<file path="config.mk">
export PLATFORM = sky130hd
export DESIGN_NAME = tai_ctrl
export DESIGN_NICKNAME = d
export VERILOG_FILES = /design/src/tai_pkg.sv /design/src/tai_ctrl.sv
export SDC_FILE = /design/constraint.sdc
export NUM_CORES = 1
export LEC_CHECK = 0
export BUFFER_PORTS_ARGS = -buffer_cell sky130_fd_sc_hd__buf_2
export CORE_MARGIN = 1
export CORE_UTILIZATION = 41
export CTS_CLUSTER_SIZE = 12
export DETAILED_ROUTE_END_ITERATION = 10
export PLACE_DENSITY = 0.66
export SLEW_MARGIN = 20
export SYNTH_ARGS = -nofsm -noshare
export SYNTH_HDL_FRONTEND = slang
export SYNTH_SLANG_ARGS = --single-unit
</file>
<file path="constraint.sdc">
create_clock -name clk -period 1.9 [get_ports clk]
set_input_delay 0.285 -clock clk [delete_from_list [all_inputs] [get_ports clk]]
set_output_delay 0.285 -clock clk [all_outputs]
set_load 0.01 [all_outputs]
</file>
<file path="src/tai_pkg.sv">
// Shared types and constants of the tilt angle indicator
`timescale 1ns / 1ps
`default_nettype none
package tai_pkg;
	localparam int STEPS = 16;
	localparam logic signed [15:0] PI_Q12      = 16'sd12866;
	localparam logic signed [15:0] QUARTER_Q12 = 16'sd6434;
	localparam logic signed [19:0] PI_Q16      = 20'sd205887;
	localparam logic signed [19:0] HALF_PI_Q16 = 20'sd102944;
	localparam logic signed [15:0] INV_GAIN_Q14 = 16'sd9949;

	localparam logic [1:0] KIND_ALPHA = 2'd0;
	localparam logic [1:0] KIND_BETA  = 2'd1;
	localparam logic [1:0] KIND_CHART = 2'd2;

	localparam logic [2:0] REG_ACX = 3'd0;
	localparam logic [2:0] REG_ACY = 3'd1;
	localparam logic [2:0] REG_AHL = 3'd2;
	localparam logic [2:0] REG_BCX = 3'd3;
	localparam logic [2:0] REG_BCY = 3'd4;
	localparam logic [2:0] REG_BHL = 3'd5;
	localparam logic [2:0] REG_TZR = 3'd6;
	localparam logic [2:0] REG_TAM = 3'd7;

	typedef enum logic [3:0] {
		ST_IDLE, ST_VEC_INIT, ST_VEC_RUN, ST_VEC_DONE,
		ST_ROT_INIT, ST_ROT_RUN, ST_ROT_DONE, ST_DOT_CALC, ST_DOT_OUT,
		ST_CHART_CALC, ST_CHART_OUT
	} state_t;

	typedef struct packed {
		logic       vec_init;
		logic       vec_step;
		logic       vec_done;
		logic       rot_init;
		logic       rot_step;
		logic       dot_calc;
		logic       chart_calc;
		logic       out_load;
		logic       sel_beta;
		logic [3:0] step;
		logic [3:0] dot;
		logic [1:0] kind;
		logic       axis;
		logic       col_adv;
	} ctl_t;

	function automatic logic signed [19:0] atan_tab(input logic [3:0] i);
		case (i)
			4'd0:  atan_tab = 20'sd51472;
			4'd1:  atan_tab = 20'sd30385;
			4'd2:  atan_tab = 20'sd16055;
			4'd3:  atan_tab = 20'sd8150;
			4'd4:  atan_tab = 20'sd4091;
			4'd5:  atan_tab = 20'sd2047;
			4'd6:  atan_tab = 20'sd1024;
			4'd7:  atan_tab = 20'sd512;
			4'd8:  atan_tab = 20'sd256;
			4'd9:  atan_tab = 20'sd128;
			4'd10: atan_tab = 20'sd64;
			4'd11: atan_tab = 20'sd32;
			4'd12: atan_tab = 20'sd16;
			4'd13: atan_tab = 20'sd8;
			4'd14: atan_tab = 20'sd4;
			default: atan_tab = 20'sd2;
		endcase
	endfunction
endpackage
`default_nettype wire

</file>
<file path="src/tai_ctrl.sv">
// Sequencer of the tilt angle indicator
`timescale 1ns / 1ps
`default_nettype none
module tai_ctrl #(
	parameter int ALPHA_DOT_COUNT = 6,
	parameter int BETA_DOT_COUNT = 12
) (
	input  wire logic clk,
	input  wire logic arst_n,
	input  wire logic in_fire,
	input  wire logic out_busy,
	output tai_pkg::ctl_t ctl,
	output logic in_ready
);
	import tai_pkg::*;

	state_t state_q, state_d;
	logic [3:0] step_q, step_d;
	logic [3:0] dot_q, dot_d;
	logic axis_q, axis_d;
	logic beta_q, beta_d;
	logic [3:0] last_dot;

	assign last_dot = beta_q ? 4'(BETA_DOT_COUNT - 1) : 4'(ALPHA_DOT_COUNT - 1);

	always_ff @(posedge clk or negedge arst_n) begin
		if (!arst_n) begin
			state_q <= ST_IDLE;
			step_q <= '0;
			dot_q <= '0;
			axis_q <= 1'b0;
			beta_q <= 1'b0;
		end else begin
			state_q <= state_d;
			step_q <= step_d;
			dot_q <= dot_d;
			axis_q <= axis_d;
			beta_q <= beta_d;
		end
	end

	always_comb begin
		state_d = state_q;
		step_d = step_q;
		dot_d = dot_q;
		axis_d = axis_q;
		beta_d = beta_q;
		case (state_q)
			ST_IDLE: begin
				if (in_fire) begin
					state_d = ST_VEC_INIT;
					axis_d = 1'b0;
					beta_d = 1'b0;
				end
			end
			ST_VEC_INIT: begin
				state_d = ST_VEC_RUN;
				step_d = '0;
			end
			ST_VEC_RUN: begin
				step_d = step_q + 4'd1;
				if (step_q == 4'(STEPS - 1)) state_d = ST_VEC_DONE;
			end
			ST_VEC_DONE: begin
				if (axis_q) state_d = ST_ROT_INIT;
				else begin
					axis_d = 1'b1;
					state_d = ST_VEC_INIT;
				end
			end
			ST_ROT_INIT: begin
				state_d = ST_ROT_RUN;
				step_d = '0;
			end
			ST_ROT_RUN: begin
				step_d = step_q + 4'd1;
				if (step_q == 4'(STEPS - 1)) state_d = ST_ROT_DONE;
			end
			// lets the half-length product pick up the settled rotation
			ST_ROT_DONE: begin
				state_d = ST_DOT_CALC;
				dot_d = '0;
			end
			ST_DOT_CALC: begin
				if (!out_busy) state_d = ST_DOT_OUT;
			end
			ST_DOT_OUT: begin
				if (dot_q == last_dot) begin
					if (beta_q) state_d = ST_CHART_CALC;
					else begin
						beta_d = 1'b1;
						state_d = ST_ROT_INIT;
					end
				end else begin
					dot_d = dot_q + 4'd1;
					state_d = ST_DOT_CALC;
				end
			end
			ST_CHART_CALC: begin
				if (!out_busy) state_d = ST_CHART_OUT;
			end
			ST_CHART_OUT: state_d = ST_IDLE;
			default: state_d = ST_IDLE;
		endcase
	end

	always_comb begin
		ctl = '0;
		ctl.step = step_q;
		ctl.dot = dot_q;
		ctl.axis = axis_q;
		ctl.sel_beta = beta_q;
		ctl.kind = beta_q ? KIND_BETA : KIND_ALPHA;
		in_ready = 1'b0;
		case (state_q)
			ST_IDLE: in_ready = 1'b1;
			ST_VEC_INIT: ctl.vec_init = 1'b1;
			ST_VEC_RUN: ctl.vec_step = 1'b1;
			ST_VEC_DONE: ctl.vec_done = 1'b1;
			ST_ROT_INIT: ctl.rot_init = 1'b1;
			ST_ROT_RUN: ctl.rot_step = 1'b1;
			ST_DOT_CALC: ctl.dot_calc = 1'b1;
			ST_DOT_OUT: ctl.out_load = 1'b1;
			ST_CHART_CALC: begin
				ctl.chart_calc = 1'b1;
				ctl.kind = KIND_CHART;
			end
			ST_CHART_OUT: begin
				ctl.out_load = 1'b1;
				ctl.kind = KIND_CHART;
				ctl.col_adv = 1'b1;
			end
			default: ;
		endcase
	end
endmodule
`default_nettype wire

</file>
# Word-level counts from Yosys, hierarchy flattened
# Index checks and enable logic that the tools add are counted.
# totals
inputBits	4
out_inout_bits	22
word_cells	68
regBits	14
# classes
mux	29
reduce_logical	13
add_sub_neg	2
n_eq_ne	19
# ops
op	n
case mux 4 bit (10 select lines)	1
2-to-1 mux 4 bit	9
== test 4 x 3 -> 1 bit, second input constant	4
== test 4 bit, second input constant	4
case mux 4 bit (2 select lines)	2
!= test 2 bit, second input constant	7
2-to-1 mux 1 bit	13
adder 4 x 1 -> 4 bit, second input constant	2
== test 4 x 2 -> 1 bit, second input constant	2
nonzero test 2 bit	4
OR reduction 2 bit	4
AND reduction 5 bit	1
== test 4 x 1 -> 1 bit, second input constant	1
== test 4 bit	1
logical NOT 4 bit	1
case mux 1 bit (2 select lines)	2
AND reduction 2 bit	2
2-to-1 mux 3 bit	1
AND reduction 3 bit	1
2-to-1 mux 2 bit	1

# Longest topological paths before layout
# depth
word_depth	4
ltp_mapped	7

# Worst setup path before layout
# No wires, ideal clock.
# synth_path
path_type	reg2reg
from	register step_q[0]
to	register state_q[0]
arrival_ns	1.741
required_ns	1.772
slack_ns	0.031
setup_ns	0.128
n_path_buf	0
stages_incl_launch_ff	6
path_cell_list	dfrtp_1 -> ha_1 -> nand3_1 -> a31o_2 -> a221oi_2 -> mux2_1
# synth_between
elab_chain_cells	3
# synth_lines
element	line	rtl
start, declared	tai_ctrl.sv:18	logic [3:0] step_q, step_d;
start signal, assigned	tai_ctrl.sv:35	step_q <= step_d;
== test 4 bit *	tai_ctrl.sv:62, tai_ctrl.sv:77	
!= test 2 bit (no source line)	n/a	
AND reduction 5 bit (no source line) *	n/a	
end signal, assigned	tai_ctrl.sv:34	state_q <= state_d;
end, declared	tai_ctrl.sv:17	state_t state_q, state_d;
# Every way passes the cells marked *; elsewhere a longest branch is shown, timed or not.
# A chain may end at the register's enable or synchronous reset.

==> flow_metrics.py <==
metrics = {
    "status": {
        "outcome": "finished, final reports clean",
    },
    "worst_setup_path": {
        "crit_path_start_kind": "flip-flop",
        "worstReg2RegStart": "step_q[1]$_DFFE_PN0P_",
        "worstRegToRegCells": 5,
        "arrival_ps": 1530,
        "cp-end-kind": "output pin",
        "reg2reg_setup_slack_ps": 120,
        "critPathKind": "flip-flop to output pin",
        "reg2reg_to": "state_q[0]$_DFFE_PN0P_",
        "critPathRequiredTime_ps": 1620,
        "critPathMaxFanout": 6,
    },
    "worst_hold_path": {
        "holdPathStages": 4,
        "hp-start": "in_fire",
        "worst_hold_path_type": "input port to flip-flop",
        "min_to": "beta_q$_DFFE_PN0P_",
    },
    "floorplan": {
        "start_util": 0.4449,
        "die_w_um": 54.55,
        "die_y_um": 54.55,
        "io_pins": 26,
        "coreArea_um2": 2545,
        "rows": 18,
        "dieArea_um2": 2976,
    },
    "power": {
        "leakagePower_nw": 0.6673,
        "total_power_mw": 1.931,
        "irDropWorstVdd_uv": 678.9,
        "p_per_area_nw_per_um2": 1421,
    },
    "sta": {
        "finalSetupViolations": 0,
        "slew_violations": 0,
        "rsz0062_at_grt": "true",
        "finalCritPeriodShare": 0.9532,
        "fmax_ghz": 0.5522,
        "skew_ps": 3.062,
        "max-slew-margin-rel": 0.7011,
        "worst_pin_slew_ps": 443.7,
        "hold_viol_final": 0,
        "fin_crit_ps": 1811,
    },
    "logic_synthesis": {
        "synthesis.nets": 140,
        "synthMuxAreaShare": 0.05635,
        "synth_ff_type": "dfrtp_1",
        "async_reset_ff_frac": 1.000,
        "synth_edf_count": 0,
        "synth-compound-area-share": 0.2453,
        "synth_area_um2": 1132,
        "synth_top_area_share": 0.3094,
        "syn_inst": 134,
        "ys_seq_elements": 14,
        "seq_area_frac_synth": 0.3094,
        "synthAdderAreaFrac": 0.02210,
        "yosysUniqueCellTypes": 45,
        "synth_top_cell_by_area": "dfrtp_1",
        "synth_top_family_by_area": "simple AND/OR/NAND/NOR gates",
        "synth-simple-area-share": 0.2773,
        "ys_warn_count": 0,
        "netlist_top_cells_area": "dfrtp_1, a21oi_1, nor2_1",
        "syn_avg_cell_area_um2": 8.450,
        "synth_xor_area_frac": 0.007735,
        "synth_most_common_cell": "dfrtp_1",
        "synthTopCellsByCount": "dfrtp_1, nor2_1, a21oi_1",
    },
    "cells_and_area": {
        "final_nets": 170,
        "n_antenna_cell": 0,
        "stdcell_count": 192,
        "final_core_util": 0.5339,
        "final_layout_size_suffix_gt1_frac": 0.3210,
        "final_area_um2": 1359,
        "syn_to_final_growth_pct": 20.00,
        "fillers": 257,
    },
    "detailed_routing": {
        "drc": 0,
        "drt-pass1-iter-count": 4,
        "via_per_inst": 5.969,
        "ant_nets": 0,
        "drt_iter0_markers": 53,
        "totalWireLength_um": 2982,
        "vias": 1146,
        "wl_per_cell_um": 15.53,
    },
    "placed_design": {
        "gp_congestion": 0.8742,
        "dp.cells": 188,
        "placed_area_um2": 1311,
        "io_buffers": 25,
        "hpwl_um": 2164,
    },
    "flow_run": {
        "cap_violations": 0,
    },
    "clock_tree": {
        "cts_root_buf": "clkbuf_4",
        "cts_tree": "yes",
        "htreeDepth": 1,
        "cts_buffers": 3,
        "clk_transition_reported_paths_ps": 90,
        "post-cts-setup-buffer-count": 0,
        "cts.path.max_buffers": 2,
        "clk_latency_ps": 270,
        "cts_num_sinks": 14,
    },
    "grt": {
        "antenna_found_initial": 0,
        "grtUsageTotal": 0.2265,
        "grt_max_degree": 23,
        "grt_pass1_vias": 1092,
        "grt_pass1_wl_um": 4843,
        "overflow": 0,
    },
}
## timing repair
action,in CTS,in global routing
resized for setup,0,5
setup endpoints to repair,0,5
hold endpoints to repair,14,0
hold buffers,1,0
## power by group
part           switching [mW]  internal [mW]  leakage [nW]
logic                   0.711          0.555         0.471
clock network          0.0967         0.0733        0.0138
registers               0.109          0.386         0.183
total                   0.916           1.01         0.667
## registers in the layout, summed over array words and instances (netlist names)
| signal | flops |
|---|---|
| dot_q | 4 |
| step_q | 4 |
| state_q | 4 |
| axis_q | 1 |
| beta_q | 1 |
## critical path, cell delays in order (launching register included)
cell and delay [ps]:
dfrtp_1 450, or2b_1 340, nor3_2 180, buf_4 160
buf_2 120
## area by class of cell
class	count	area, um^2	share of cell area
Clock buffer	3	22.52	0.01657
Inverter	5	18.77	0.01381
Multi-Input combinational cell	102	698.2	0.5138
Sequential cell	14	352.8	0.2597
Tap cell	30	37.54	0.02762
Timing Repair Buffer	38	229.0	0.1685
## worst max-delay path by stage
stage	startpoint	depth (start not counted)	endpoint	slack [ps]
3_3_place_gp	dot_q[1]$_DFFE_PN0P_	4	state_q[0]$_DFFE_PN0P_	190
3_5_place_dp	step_q[0]$_DFFE_PN0P_	5	state_q[2]$_DFFE_PN0P_	140
6_report	state_q[0]$_DFFE_PN0P_	4	ctl[19]	90
5_1_grt	step_q[0]$_DFFE_PN0P_	5	state_q[0]$_DFFE_PN0P_	-4
4_1_cts	state_q[2]$_DFFE_PN0P_	4	ctl[13]	10
2_1_floorplan	step_q[0]$_DFFE_PN0P_	5	state_q[0]$_DFFE_PN0P_	30
## stage by stage
stage          setup TNS, ps  worst slack [ps]  hold slack, ps
2_1_floorplan              0             31.25          -10.59
3_3_place_gp               0             194.5           204.9
3_5_place_dp               0             137.1           213.4
4_1_cts                    0             10.27           408.1
5_1_grt               -3.793            -3.793           407.9
6_report                   0             89.00           407.3
## routing by layer
metal / vias to the layer above / share of wire / GRT usage
li1: 548 / - / -
met2: 29 / 0.50 / 0.4065
met4: 0 / 0.0047 / 0.07692
met1: 567 / 0.45 / 0.2772
met5: - / 0 / 0
met3: 2 / 0.038 / 0.02500
## layout by cell type (no fill, tap or decap), drive strengths merged, types with 2 or more instances in the layout
cell,netlist,routed
clkbuf,3,3
buf,10,37
nand3b,2,2
and4b,3,3
a21o,3,3
a211oi,2,2
o21ai,9,9
mux2,3,3
dfrtp,14,14
mux2i,3,3
nand2,7,7
a31o,2,2
a221oi,3,3
nor2,13,13
nor3,7,7
inv,5,5
nand3,5,5
a221o,2,2
ha,2,2
a21oi,11,11
a22oi,3,3
nor4b,2,2
or2b,2,2
nand2b,5,5
## cells by family after synthesis
kind of cell             count (synthesis)
XOR/XNOR                                 1
multiplexers                             6
flip-flops                              14
buffers and inverters                   18
adder cells (fa/ha/maj)                  2
AND/OR/NAND/NOR                         53
AO/OA/AOI/OAI                           40
Power figures use the tool's default switching activity.
